===== src/jcc_pkg.sv =====
// Shared constants and the halfwidth kana table for the Japanese code converter.
// No dependencies; imported by jcc_convert and japanese_code_converter_core.
package jcc_pkg;

	localparam int CodeW = 16;
	localparam int ModeW = 3;

	// conversion_mode codes
	localparam logic [ModeW-1:0] MODE_SJIS_TO_JIS = 3'd0;
	localparam logic [ModeW-1:0] MODE_SJIS_TO_EUC = 3'd1;
	localparam logic [ModeW-1:0] MODE_JIS_TO_SJIS = 3'd2;
	localparam logic [ModeW-1:0] MODE_JIS_TO_EUC  = 3'd3;
	localparam logic [ModeW-1:0] MODE_EUC_TO_JIS  = 3'd4;

	localparam logic [7:0] KANA_PREFIX = 8'h8e;
	localparam logic [7:0] KANA_FIRST  = 8'ha0;
	localparam logic [7:0] KANA_LAST   = 8'hdf;

	typedef logic [CodeW-1:0] code_t;
	typedef logic [ModeW-1:0] mode_t;

	// Halfwidth kana (offset from 0xA0) to fullwidth JIS
	function automatic code_t kana_rom(input logic [5:0] idx);
		code_t r;
		case (idx)
			6'd0:  r = 16'h2121; 6'd1:  r = 16'h2123; 6'd2:  r = 16'h2156; 6'd3:  r = 16'h2157;
			6'd4:  r = 16'h2122; 6'd5:  r = 16'h2126; 6'd6:  r = 16'h2572; 6'd7:  r = 16'h2521;
			6'd8:  r = 16'h2523; 6'd9:  r = 16'h2525; 6'd10: r = 16'h2527; 6'd11: r = 16'h2529;
			6'd12: r = 16'h2563; 6'd13: r = 16'h2565; 6'd14: r = 16'h2567; 6'd15: r = 16'h2543;
			6'd16: r = 16'h213c; 6'd17: r = 16'h2522; 6'd18: r = 16'h2524; 6'd19: r = 16'h2526;
			6'd20: r = 16'h2528; 6'd21: r = 16'h252a; 6'd22: r = 16'h252b; 6'd23: r = 16'h252d;
			6'd24: r = 16'h252f; 6'd25: r = 16'h2531; 6'd26: r = 16'h2533; 6'd27: r = 16'h2535;
			6'd28: r = 16'h2537; 6'd29: r = 16'h2539; 6'd30: r = 16'h253b; 6'd31: r = 16'h253d;
			6'd32: r = 16'h253f; 6'd33: r = 16'h2541; 6'd34: r = 16'h2544; 6'd35: r = 16'h2546;
			6'd36: r = 16'h2548; 6'd37: r = 16'h254a; 6'd38: r = 16'h254b; 6'd39: r = 16'h254c;
			6'd40: r = 16'h254d; 6'd41: r = 16'h254e; 6'd42: r = 16'h254f; 6'd43: r = 16'h2552;
			6'd44: r = 16'h2555; 6'd45: r = 16'h2558; 6'd46: r = 16'h255b; 6'd47: r = 16'h255e;
			6'd48: r = 16'h255f; 6'd49: r = 16'h2560; 6'd50: r = 16'h2561; 6'd51: r = 16'h2562;
			6'd52: r = 16'h2564; 6'd53: r = 16'h2566; 6'd54: r = 16'h2568; 6'd55: r = 16'h2569;
			6'd56: r = 16'h256a; 6'd57: r = 16'h256b; 6'd58: r = 16'h256c; 6'd59: r = 16'h256d;
			6'd60: r = 16'h256f; 6'd61: r = 16'h2573; 6'd62: r = 16'h212b; 6'd63: r = 16'h212c;
			default: r = 16'h0000;
		endcase
		return r;
	endfunction

endpackage


===== src/jcc_convert.sv =====
// Combinational code conversion for one two-byte code, selected by mode.
// Depends on jcc_pkg.
module jcc_convert (
	input  jcc_pkg::mode_t mode,
	input  jcc_pkg::code_t code,
	output jcc_pkg::code_t result
);
	import jcc_pkg::*;

	logic [7:0]  hi_in, lo_in;
	logic [7:0]  row;
	// Shift_JIS to JIS
	logic [7:0]  sj_lo1;
	logic        sj_up;
	logic [15:0] sj_lo;
	code_t       sj_res;
	// Shift_JIS to EUC
	logic        se_up;
	logic [15:0] se_lo;
	logic [7:0]  se_hi;
	code_t       se_res;
	// JIS to Shift_JIS
	logic [15:0] js_lo0, js_lo;
	logic [8:0]  js_d;
	logic [8:0]  js_sum;
	logic        js_big;
	logic [7:0]  js_hi;
	code_t       js_res;
	// EUC to JIS
	logic [7:0]  kofs;
	code_t       ej_res;

	assign hi_in = code[15:8];
	assign lo_in = code[7:0];

	// lead byte to row, kept modulo 256
	assign row = {hi_in - ((hi_in <= 8'h9f) ? 8'h71 : 8'hb1)} << 1 | 8'h01;

	always_comb begin
		sj_lo1 = lo_in - {7'd0, (lo_in > 8'h7f)};
		sj_up  = (sj_lo1 >= 8'h9e);
		sj_lo  = {8'd0, sj_lo1} - (sj_up ? 16'h007d : 16'h001f);
		sj_res = {row + {7'd0, sj_up}, 8'd0} | sj_lo;
	end

	always_comb begin
		se_up = (lo_in >= 8'h9f);
		if (se_up) begin
			se_lo = {8'd0, lo_in} - 16'h007e;
		end else if (lo_in > 8'h7f) begin
			se_lo = {8'd0, lo_in} - 16'h0020;
		end else begin
			se_lo = {8'd0, lo_in} - 16'h001f;
		end
		se_hi  = (row + {7'd0, se_up}) | 8'h80;
		se_res = {se_hi, 8'd0} | se_lo | 16'h0080;
	end

	always_comb begin
		js_lo0 = {8'd0, lo_in} + (hi_in[0] ? 16'h001f : 16'h007d);
		js_lo  = js_lo0 + {15'd0, (js_lo0 >= 16'h007f)};
		// a borrow here means the wide value wrapped and is far above 0x9f
		js_d   = {1'b0, hi_in} - 9'h021;
		js_sum = {1'b0, js_d[8], js_d[7:1]} + 9'h081;
		js_big = js_d[8] || (js_sum > 9'h09f);
		js_hi  = js_sum[7:0] + (js_big ? 8'h40 : 8'h00);
		js_res = {js_hi, 8'd0} | js_lo;
	end

	always_comb begin
		kofs = lo_in - KANA_FIRST;
		if (hi_in == KANA_PREFIX) begin
			if (lo_in < KANA_FIRST || lo_in > KANA_LAST) begin
				ej_res = '0;
			end else begin
				ej_res = kana_rom(kofs[5:0]);
			end
		end else begin
			ej_res = code & ~16'h8080;
		end
	end

	always_comb begin
		case (mode)
			MODE_SJIS_TO_JIS: result = sj_res;
			MODE_SJIS_TO_EUC: result = se_res;
			MODE_JIS_TO_SJIS: result = js_res;
			MODE_JIS_TO_EUC:  result = code | 16'h8080;
			MODE_EUC_TO_JIS:  result = ej_res;
			default:          result = '0;
		endcase
	end

endmodule


===== src/japanese_code_converter_core.sv =====
// Top level of the Japanese double-byte code converter: stream ports, mode
// register, input and result registers. Depends on jcc_pkg and jcc_convert.
//
// Usage:
//  - Slave stream s_*: one 16-bit code per transfer, lead byte in tdata[15:8].
//  - Master stream m_*: one converted 16-bit code per input transfer, in order.
//  - cfg_wen/cfg_wdata write conversion_mode (0 SJIS->JIS, 1 SJIS->EUC,
//    2 JIS->SJIS, 3 JIS->EUC, 4 EUC->JIS; 5..7 give zero). Write it only when
//    the converter is empty; it is applied to the code held in the input
//    register as it moves to the result register.
//  - A code taken into the input register (_s1) is converted and registered
//    in the result register (_s2), which drives m_tdata. Throughput: one
//    transfer per cycle while m_tready is high (single-pass conversion logic).
//  - Stall: while m_tready is low the result holds; the input register still
//    takes one more code, so s_tready only drops when both stages are full.
//  - Reset (arst_n low, asynchronous): both stages empty, mode = SJIS->JIS.
module japanese_code_converter_core (
	input  logic                  clk,
	input  logic                  arst_n,
	// slave stream
	input  logic                  s_tvalid,
	output logic                  s_tready,
	input  jcc_pkg::code_t        s_tdata,   // [15:0] source_code
	// master stream
	output logic                  m_tvalid,
	input  logic                  m_tready,
	output jcc_pkg::code_t        m_tdata,   // [15:0] converted_code
	// configuration
	input  logic                  cfg_wen,
	input  jcc_pkg::mode_t        cfg_wdata  // [2:0] conversion_mode
);
	import jcc_pkg::*;

	mode_t mode_q;
	logic  valid_s1, valid_s2;
	code_t code_s1, result_s2;
	code_t conv;
	logic  ready_s2;  // result register can take a new code this cycle
	logic  ready_s1;

	assign ready_s2 = !valid_s2 || m_tready;
	assign ready_s1 = !valid_s1 || ready_s2;
	assign s_tready = ready_s1;
	assign m_tvalid = valid_s2;
	assign m_tdata  = result_s2;

	// mode register
	always_ff @(posedge clk or negedge arst_n) begin
		if (!arst_n) begin
			mode_q <= MODE_SJIS_TO_JIS;
		end else if (cfg_wen) begin
			mode_q <= cfg_wdata;
		end
	end

	// stage valids
	always_ff @(posedge clk or negedge arst_n) begin
		if (!arst_n) begin
			valid_s1 <= 1'b0;
			valid_s2 <= 1'b0;
		end else begin
			if (ready_s1) begin
				valid_s1 <= s_tvalid;
			end
			if (ready_s2) begin
				valid_s2 <= valid_s1;
			end
		end
	end

	// payload: input register
	always_ff @(posedge clk) begin
		if (ready_s1 && s_tvalid) begin
			code_s1 <= s_tdata;
		end
	end

	jcc_convert u_convert (
		.mode   (mode_q),
		.code   (code_s1),
		.result (conv)
	);

	// payload: result register
	always_ff @(posedge clk) begin
		if (ready_s2 && valid_s1) begin
			result_s2 <= conv;
		end
	end

	// a new result only appears when the input register held a code
	a_rise_from_s1: assert property (@(posedge clk) disable iff (!arst_n)
		$rose(valid_s2) |-> $past(valid_s1))
		else $error("result valid without a code in the input register");

	// a code waiting behind a stalled result register is kept
	a_s1_hold: assert property (@(posedge clk) disable iff (!arst_n)
		(valid_s1 && !ready_s2) |=> (valid_s1 && $stable(code_s1)))
		else $error("input register lost a code under stall");

	// JIS to EUC always sets the high bit of both bytes
	a_euc_bits: assert property (@(posedge clk) disable iff (!arst_n)
		(m_tvalid && mode_q == MODE_JIS_TO_EUC) |-> (m_tdata[15] && m_tdata[7]))
		else $error("EUC result without high bits");

	// EUC to JIS gives 7-bit bytes (table entries and zero included)
	a_jis_bits: assert property (@(posedge clk) disable iff (!arst_n)
		(m_tvalid && mode_q == MODE_EUC_TO_JIS) |-> (!m_tdata[15] && !m_tdata[7]))
		else $error("JIS result with high bits set");

	// unused modes give zero
	a_unused_mode: assert property (@(posedge clk) disable iff (!arst_n)
		(m_tvalid && (mode_q > MODE_EUC_TO_JIS)) |-> (m_tdata == '0))
		else $error("unused mode gave a non-zero result");

endmodule

===== config.mk =====
export PLATFORM = sky130hd
export DESIGN_NAME = japanese_code_converter_core
export DESIGN_NICKNAME = d
export VERILOG_FILES = /design/src/jcc_pkg.sv /design/src/jcc_convert.sv /design/src/japanese_code_converter_core.sv
export SDC_FILE = /design/constraint.sdc
export NUM_CORES = 1
export LEC_CHECK = 0
export BUFFER_PORTS_ARGS = -buffer_cell sky130_fd_sc_hd__buf_2
export CAP_MARGIN = 20
export CELL_PAD_IN_SITES_DETAIL_PLACEMENT = 2
export CELL_PAD_IN_SITES_GLOBAL_PLACEMENT = 2
export CORE_ASPECT_RATIO = 2
export CORE_MARGIN = 2
export CORE_UTILIZATION = 30
export DETAILED_ROUTE_END_ITERATION = 6
export PLACE_DENSITY_LB_ADDON = 0.3
export SYNTH_ARGS = -nofsm -noshare
export SYNTH_HDL_FRONTEND = slang
export SYNTH_HIERARCHICAL = 1
export SYNTH_SLANG_ARGS = --single-unit

===== constraint.sdc =====
create_clock -name clk -period 5.45 [get_ports clk]
set_clock_uncertainty 0.1 [all_clocks]
set_input_delay 1.09 -clock clk [delete_from_list [all_inputs] [get_ports clk]]
set_output_delay 1.09 -clock clk [all_outputs]
set_load 0.005 [all_outputs]

After elaboration in Yosys (flattened, before gate mapping)
Memory sizes are Yosys's and may differ from the RTL's.
Cells that the tools add are included.
- $add $sub $neg: 14
- magnitude comparators: 8
- equal/unequal tests: 5
- muxes and demuxes: 9
- bitwise gates (word level): 3
- reductions and logical operators: 9
- operators by type and width (operator ; number):
    16-bit case mux with 5 select lines ; 1
    16-bit 2-to-1 mux ; 4
    16-bit bitwise OR ; 3
    7-bit 2-to-1 mux ; 4
    8-bit by 6-bit subtractor with 9-bit output, second input constant ; 2
    16-bit by 1-bit adder with 16-bit output ; 1
    16-bit by 7-bit greater-or-equal comparator with 1-bit output, second input constant ; 1
    8-bit greater-or-equal comparator, second input constant ; 2
    8-bit by 16-bit subtractor with 16-bit output ; 1
    8-bit by 7-bit adder with 9-bit output ; 1
    8-bit by 8-bit adder with 9-bit output, second input constant ; 1
    9-bit by 8-bit > comparator with 1-bit output, second input constant ; 1
    8-bit by 5-bit subtractor with 9-bit output, second input constant ; 1
    8-bit by 7-bit subtractor with 9-bit output, second input constant ; 1
    8-bit by 1-bit adder with 8-bit output ; 1
    8-bit adder ; 1
    8-bit equality test, second input constant ; 1
    8-bit by 7-bit > comparator with 1-bit output, second input constant ; 1
    8-bit > comparator, second input constant ; 1
    8-bit <= comparator, second input constant ; 1
    8-bit < comparator, second input constant ; 1
    8-bit by 1-bit subtractor with 8-bit output ; 1
    7-bit by 1-bit adder with 7-bit output ; 1
    7-bit subtractor ; 1
    8 further kinds ; 14
- register bits after elaboration: 37
- ROM bits: 512
- input port bits: 24
- logic and storage cells: 54
- memories: 1
- memories (name ; words ; width ; rd ports ; clocked after memory_dff ; write ports ; line ; text):
    (no name shown) ; 64 ; 8 ; 1 ; 0 ; 0 ; jcc_pkg.sv:25 ; case (idx)

Depth between registers and ports, before layout
Gate-level depths: netlist of run 1.
- word-level depth: 8
- gate-level depth with buffers: 17

Modules after synthesis
Netlist of run 1, hierarchy kept.
- by module, submodules not included (module ; instances ; cells each ; area an instance (um2) ; sequential area each (um2)):
    jcc_convert ; 1 ; 461 ; 3220.6 ; 0.0
    japanese_code_converter_core ; 1 ; 46 ; 1171.1 ; 1086.0

Worst setup path before layout of run 1
OpenSTA, ideal clock, no wires.
- path type: reg2reg
- start point: register code_s1[7]
- end point: register result_s2[6], in the netlist m_tdata[6], data pin
- library setup time: 0.259 ns
- arrival time: 3.681 ns
- data required time: 5.091 ns
- path slack: 1.410 ns
- cell stages (with the launch flop): 16
- path buffers: 3
- clock period less this slack: 4.040 ns
- cell sequence: edfxtp_1 clkbuf_1 clkbuf_1 clkbuf_1 ha_1 ha_1 nor3b_2 xnor2_1 nor4_2 o21a_1 inv_1 ha_1 nand3_1 nor4_1 a2111oi_0 a211o_1
- word-level cells in the longest chain between the ends: 7
- elaborated cells between the ends (all ways): 20
- RTL lines (element ; line ; text):
    start, declared ; japanese_code_converter_core.sv:36 ; code_t code_s1, result_s2;
    start signal, assigned ; japanese_code_converter_core.sv:74 ; code_s1 <= s_tdata;
    8-bit by 7-bit > comparator with 1-bit output ; jcc_convert.sv:40, jcc_convert.sv:50 ;
    8-bit by 1-bit subtractor with 8-bit output ; jcc_convert.sv:40 ; sj_lo1 = lo_in - {7'd0, (lo_in > 8'h7f)};
    8-bit greater-or-equal comparator ; jcc_convert.sv:41 ; sj_up = (sj_lo1 >= 8'h9e);
    7-bit 2-to-1 mux ; jcc_convert.sv:42 ; sj_lo = {8'd0, sj_lo1} - (sj_up ? 16'h007d : 16'h001f);
    8-bit by 16-bit subtractor with 16-bit output ; jcc_convert.sv:42 ;
    16-bit bitwise OR ; jcc_convert.sv:43 ; sj_res = {row + {7'd0, sj_up}, 8'd0} | sj_lo;
    16-bit case mux with 5 select lines * ; jcc_convert.sv:84 ; case (mode)
    net conv[6] ; japanese_code_converter_core.sv:37 ; code_t conv;
    end signal, assigned ; japanese_code_converter_core.sv:87 ; result_s2 <= conv;
    end, declared ; japanese_code_converter_core.sv:36 ;
Mark *: on every way through the listed nets, which the timed path passes. The rest lies on a longest branch.
A chain may end at the register's enable or synchronous reset.

Final worst setup path of run 1
- start point: register code_s1[0]
- end point: register result_s2[13], in the netlist m_tdata[13], data pin
Same word-level chain as after synthesis.

==> results of run 1 <==
==> logic make-up after synthesis <==
group | share of synthesized area, %
AOI/OAI and AO/OA | 23.42
buffers and inverters | 5.555
DFF | 24.73
muxes | 5.385
adders and majority gates | 10.83
and+or+nand+nor | 21.51
xor gates and xnor gates | 8.575
==> per-stage QoR <==
| step | worst slack [ns] | total power, mW | area [µm²] | std cells |
|---|---|---|---|---|
| after floorplan | 1.410 | 0.6660 | 4392 | 507 |
| after global placement | 1.195 | 0.8087 | 4773 | 718 |
| after detailed placement | 0.9410 | 0.8242 | 4773 | 718 |
| after CTS | 0.8982 | 1.112 | 4912 | 726 |
| after global routing | 0.5619 | 1.160 | 4912 | 726 |
| final | 0.8788 | 1.101 | 4912 | 726 |
==> placed cells by master, fill, tap and decap left out, drive strengths merged, types with 9 or more instances in the layout <==
cell,n
buf,51
nor2,36
nand2,35
ha,34
o21ai,33
edfxtp,32
xnor2,27
inv,27
a21oi,25
nand2b,16
xor2,16
nor3,14
nand3,12
nor2b,10
o211ai,10
mux2i,9
==> flip-flops by register name, summed over array words and instances (netlist names) <==
name	count
valid_s1	1
m_tdata	16
m_tvalid	1
code_s1	16
mode_q	3
==> routing by layer <==
layer	vias to the layer above	GRT usage, %	wire length, µm	part of all wire, %
met2	83	43.72	9961	58
met3	56	1.559	271	1.6
met4	0	15.55	1326	7.7
met5	-	0	0	0
met1	2051	22.18	5748	33
li1	1941	-	-	-
==> layout make-up <==
cell class | instances | area, µm²
sequential | 37 | 1086
inverter | 28 | 105.1
multi-input combinational | 410 | 3062
clock buffer | 6 | 128.9
fill | 1637 | 9439
tap | 192 | 240.2
clock inverter | 2 | 10.01
timing repair buffer | 51 | 280.3
==> worst max-delay path by stage <==
stage	cells after the start	to	slack (ns)	from
after CTS	14	m_tdata[13]	0.90	code_s1[0]
after detailed placement	14	m_tdata[13]	0.94	code_s1[0]
final	14	m_tdata[13]	0.88	code_s1[0]
after floorplan	15	m_tdata[6]	1.41	code_s1[7]
after global placement	14	m_tdata[13]	1.19	code_s1[0]
after global routing	14	m_tdata[9]	0.56	code_s1[0]
==> power breakdown <==
part	internal, mW	leakage (nW)	switching [mW]
registers	0.347	0.368	0.0340
logic	0.169	1.43	0.268
clock network	0.168	0.0706	0.115
total	0.684	1.87	0.417
==> out/metrics.cfg, run 1 <==
[run_status]
outcome=finished, final reports clean

[floorplanning]
rows=62
core_um2=14350
die_area_um2=15680
io_pins=42
die_w_um=89.56
fp.dieH_um=175.1
start_util_pct=30.60

[timing]
tns_ns=0
setup_viol=0
min_period_ns=4.571
worstMarginPinSlew_ns=1.108
fin_crit_sh_pct=83.88
slew_viol_final=0
rsz0062_at_grt=no
max_freq_mhz=218.8
slew_headroom_pct=24.20
hold_viol=0
whs_ns=0.4636

[routing]
ant_nets=0
route.detailed.drc=0
totalWireLength_mm=17.31
wl_per_cell_um=23.84
firstDrtPassIters=4
vias_per_cell=5.690
via_count=4131
drt-initial-drc-count=141

[logic_synthesis]
yosysTopAreaCellShare_pct=21.88
ys_ff_latch=37
synthFlopType=edfxtp_1
netlist_top_cells_area=edfxtp_1 (22%), ha_1 (9.7%), xnor2_1 (5.4%)
syn-instance-count=507
synthTopCellsByCount=nor2_1 (36), ha_1 (34), nand2_1 (34), edfxtp_1 (32), o21ai_0 (32)
avgSynthCellArea_um2=8.662
synthArstFlopShare_pct=13.51
yosys.area.top_type=edfxtp_1
synth_most_common_cell=nor2_1
syn_area_um2=4392
synth_cell_types=79
syn_nets=567
ys.warnings.count=6
ys_seq_area_share_pct=24.73
synth-edff-count=32

[clocking]
cts_num_sinks=37
clock_latency_ns=0.29
cts-root-buf=clkbuf_16
cts-resized-gates=0
htree_levels=2
cts_tree=built
cts_hold_buf=0
cts_setup_buffers=0
cts_made_buffers=5
path_clk_slew_ns=0.06
clockBufferDepth=2

[worst_setup_path]
start_kind=flip-flop
crit_arrival_ns=4.43
cp_max_fo=8
crit_family=simple AND/OR/NAND/NOR gates
r2r_cells=14
cp_cell_sequence=inv_1, ha_1, ha_1, nor3b_2, xnor2_1, nor4_2, o21a_1, inv_1, ha_1, nand3_1, nor4_1, a2111oi_4, nand2_1, nand4_1
rr_endpoint=m_tdata[13]
worstPathRequired_ns=5.31
worstSetupEndpointType=flip-flop
cp_slowest_cell=nor4_1
r2r_slack_ns=0.88
cp_common_cell=ha_1
slowest_delay_ns=0.55
r2r-start=code_s1[0]
path_buf_inv=2
crit_type=reg -> reg

[place]
hpwl_mm=14.15
place.port_buffers=41
place_congestion=0.8848

[final_layout]
final_nets=593
drive_gt1_share_pct=15.92
area_growth_syn_to_layout_pct=11.85
diodes=0
utilization_pct=34.23

[power_and_ir_drop]
power_density_nw_per_um2=224.2
power.leakage_nw=1.865
ir_drop_uv=122.3

[global_route]
grt_pass1_wl_mm=26.79
antenna_found_initial=0
grt_pass1_vias=4627
grt_use_total_pct=23.08
grt.overflow.total=0
grt_max_degree=41

[worst_hold_path]
hp-class=reg -> reg
hp-start=valid_s1
hold_depth=1
holdPathEnd=m_tvalid

[flow_run]
cap_violations=0

(Power assumes the default switching activity.)
==> inputs of run 2 (changes only) <==
==> constraint.sdc (replaced) <==
create_clock -name clk -period 3.95 [get_ports clk]
set_clock_uncertainty 0.1 [all_clocks]
set_input_delay 0.79 -clock clk [delete_from_list [all_inputs] [get_ports clk]]
set_output_delay 0.79 -clock clk [all_outputs]
set_load 0.005 [all_outputs]
==> out/metrics.cfg, run 2 (synthesis gave the netlist of run 1 again) <==
[clocking]
cts_hold_buf=0
clockBufferDepth=2
cts_tree=built
path_clk_slew_ns=0.06
cts_made_buffers=5
cts-root-buf=clkbuf_16
cts_num_sinks=37
htree_levels=2
cts_setup_buffers=0
clock_latency_ns=0.30

[timing]
slew_headroom_pct=40.93
slew_viol_final=0
min_period_ns=3.829
max_freq_mhz=261.1
rsz0062_at_grt=yes
layout_setup_ws_ns=0.1206
worstMarginPinSlew_ns=0.8828
setup_viol=0
fin_crit_sh_pct=96.95
hold_viol=0

[routing]
drt-initial-drc-count=164
via_count=4433
vias_per_cell=5.848
firstDrtPassIters=4
totalWireLength_mm=18.71
route.detailed.drc=0
ant_nets=0
wl_per_cell_um=24.69

[global_route]
grt.overflow.total=0
grt_pass1_vias=5038
grt_pass1_wl_mm=28.80
grt_max_degree=42
antenna_found_initial=0
grt_use_total_pct=25.05

[final_layout]
multiInputGateArea_um2=3129
area_growth_syn_to_layout_pct=19.91
layout_common_cells=buf_2 (41), buf_4 (41), nor2_1 (36)
diodes=0
fill_cells=1628
drive_gt1_share_pct=22.44
register_area_um2=1086
final_nets=625
utilization_pct=36.70

[floorplanning]
die_w_um=89.56
io_pins=42
die_area_um2=15680
rows=62
fp.dieH_um=175.1
core_um2=14350
start_util_pct=30.60

[worst_setup_path]
cp_max_fo=4
cp.depth=13
crit_family=compound AO/OA/AOI/OAI gates
worstSetupEndpointType=flip-flop
r2r_cells=13
cp_cell_sequence=ha_1, a21o_1, or4_4, a311oi_2, xnor2_1, a211o_1, ha_2, ha_4, inv_1, or3_1, a21oi_4, o221ai_1, a211o_1
crit_type=reg -> reg
slowest_delay_ns=0.44
cp_common_cell=a211o_1
cp_slowest_cell=or4_4
worstPathRequired_ns=3.89
start_kind=flip-flop
crit_arrival_ns=3.77
path_buf_inv=1

[place]
place_congestion=0.8843
place.port_buffers=41
place_ws_ns=-0.1036
hpwl_mm=15.31

[run_status]
outcome=finished, final reports clean

[power_and_ir_drop]
ir_drop_uv=243.1
total_power_mw=1.685
power.leakage_nw=2.046
power_density_nw_per_um2=320.0

[worst_hold_path]
hp-class=in -> async

[flow_run]
cap_violations=0

[run 2: cell count changes in the layout (fill, tap and decap cells not counted), moves of 2 or more]
cell	change
buf_4	+31
clkinv_2	-2
ha_1	-3
ha_2	+2
[run 2: path summary, 6_finish.rpt]
path	startpoint	endpoint	slack, ns
worst min-delay path	arst_n	m_tvalid	0.19
min in group clk	valid_s1	m_tvalid	0.47
worst max register to register	code_s1[1]	m_tdata[4]	0.12
worst max-delay path	code_s1[1]	m_tdata[4]	0.12
max in group asynchronous	arst_n	valid_s1	3.43
worst min register to register	valid_s1	m_tvalid	0.47
[run 2: where the power goes]
| part | internal, mW | leakage [nW] | switching, mW |
|---|---|---|---|
| sequential | 0.479 | 0.368 | 0.0421 |
| clock | 0.315 | 0.0841 | 0.157 |
| combinational | 0.279 | 1.59 | 0.413 |
[run 2: per-layer routing]
metal  GRT usage (%)  vias up  wire [µm]
met4           19.03        0       1643
li1                -     2006          -
met3           2.740       69        319
met1           21.33     2258       5664
met2           48.56      100      11090
met5               0        -          0
[run 2: layout make-up]
| class | count | area share, % |
|---|---|---|
| Clock buffer | 7 | 2.708 |
| Sequential cell | 37 | 20.62 |
| Timing Repair Buffer | 83 | 10.12 |
| Multi-Input combinational cell | 410 | 59.42 |
| Clock inverter | 1 | 0.5702 |
| Inverter | 28 | 1.996 |
| Tap cell | 192 | 4.562 |
[run 2: timing repair]
item | in CTS | in global routing
cloned | 0 | 0
pin swaps | 1 | 1
setup endpoints to repair | 2 | 11
gates resized for setup | 1 | 12
[run 2: per-stage QoR]
stage                     area, µm²  hold WS, ns  cells  TNS [ns]
after floorplan                4398       0.3924    507         0
after global placement         5032       0.4241    750         0
after detailed placement       5032       0.4547    750   -0.1165
after CTS                      5209       0.1897    758  -0.04555
after global routing           5266       0.1959    758  -0.06329
final                          5266       0.1947    758         0
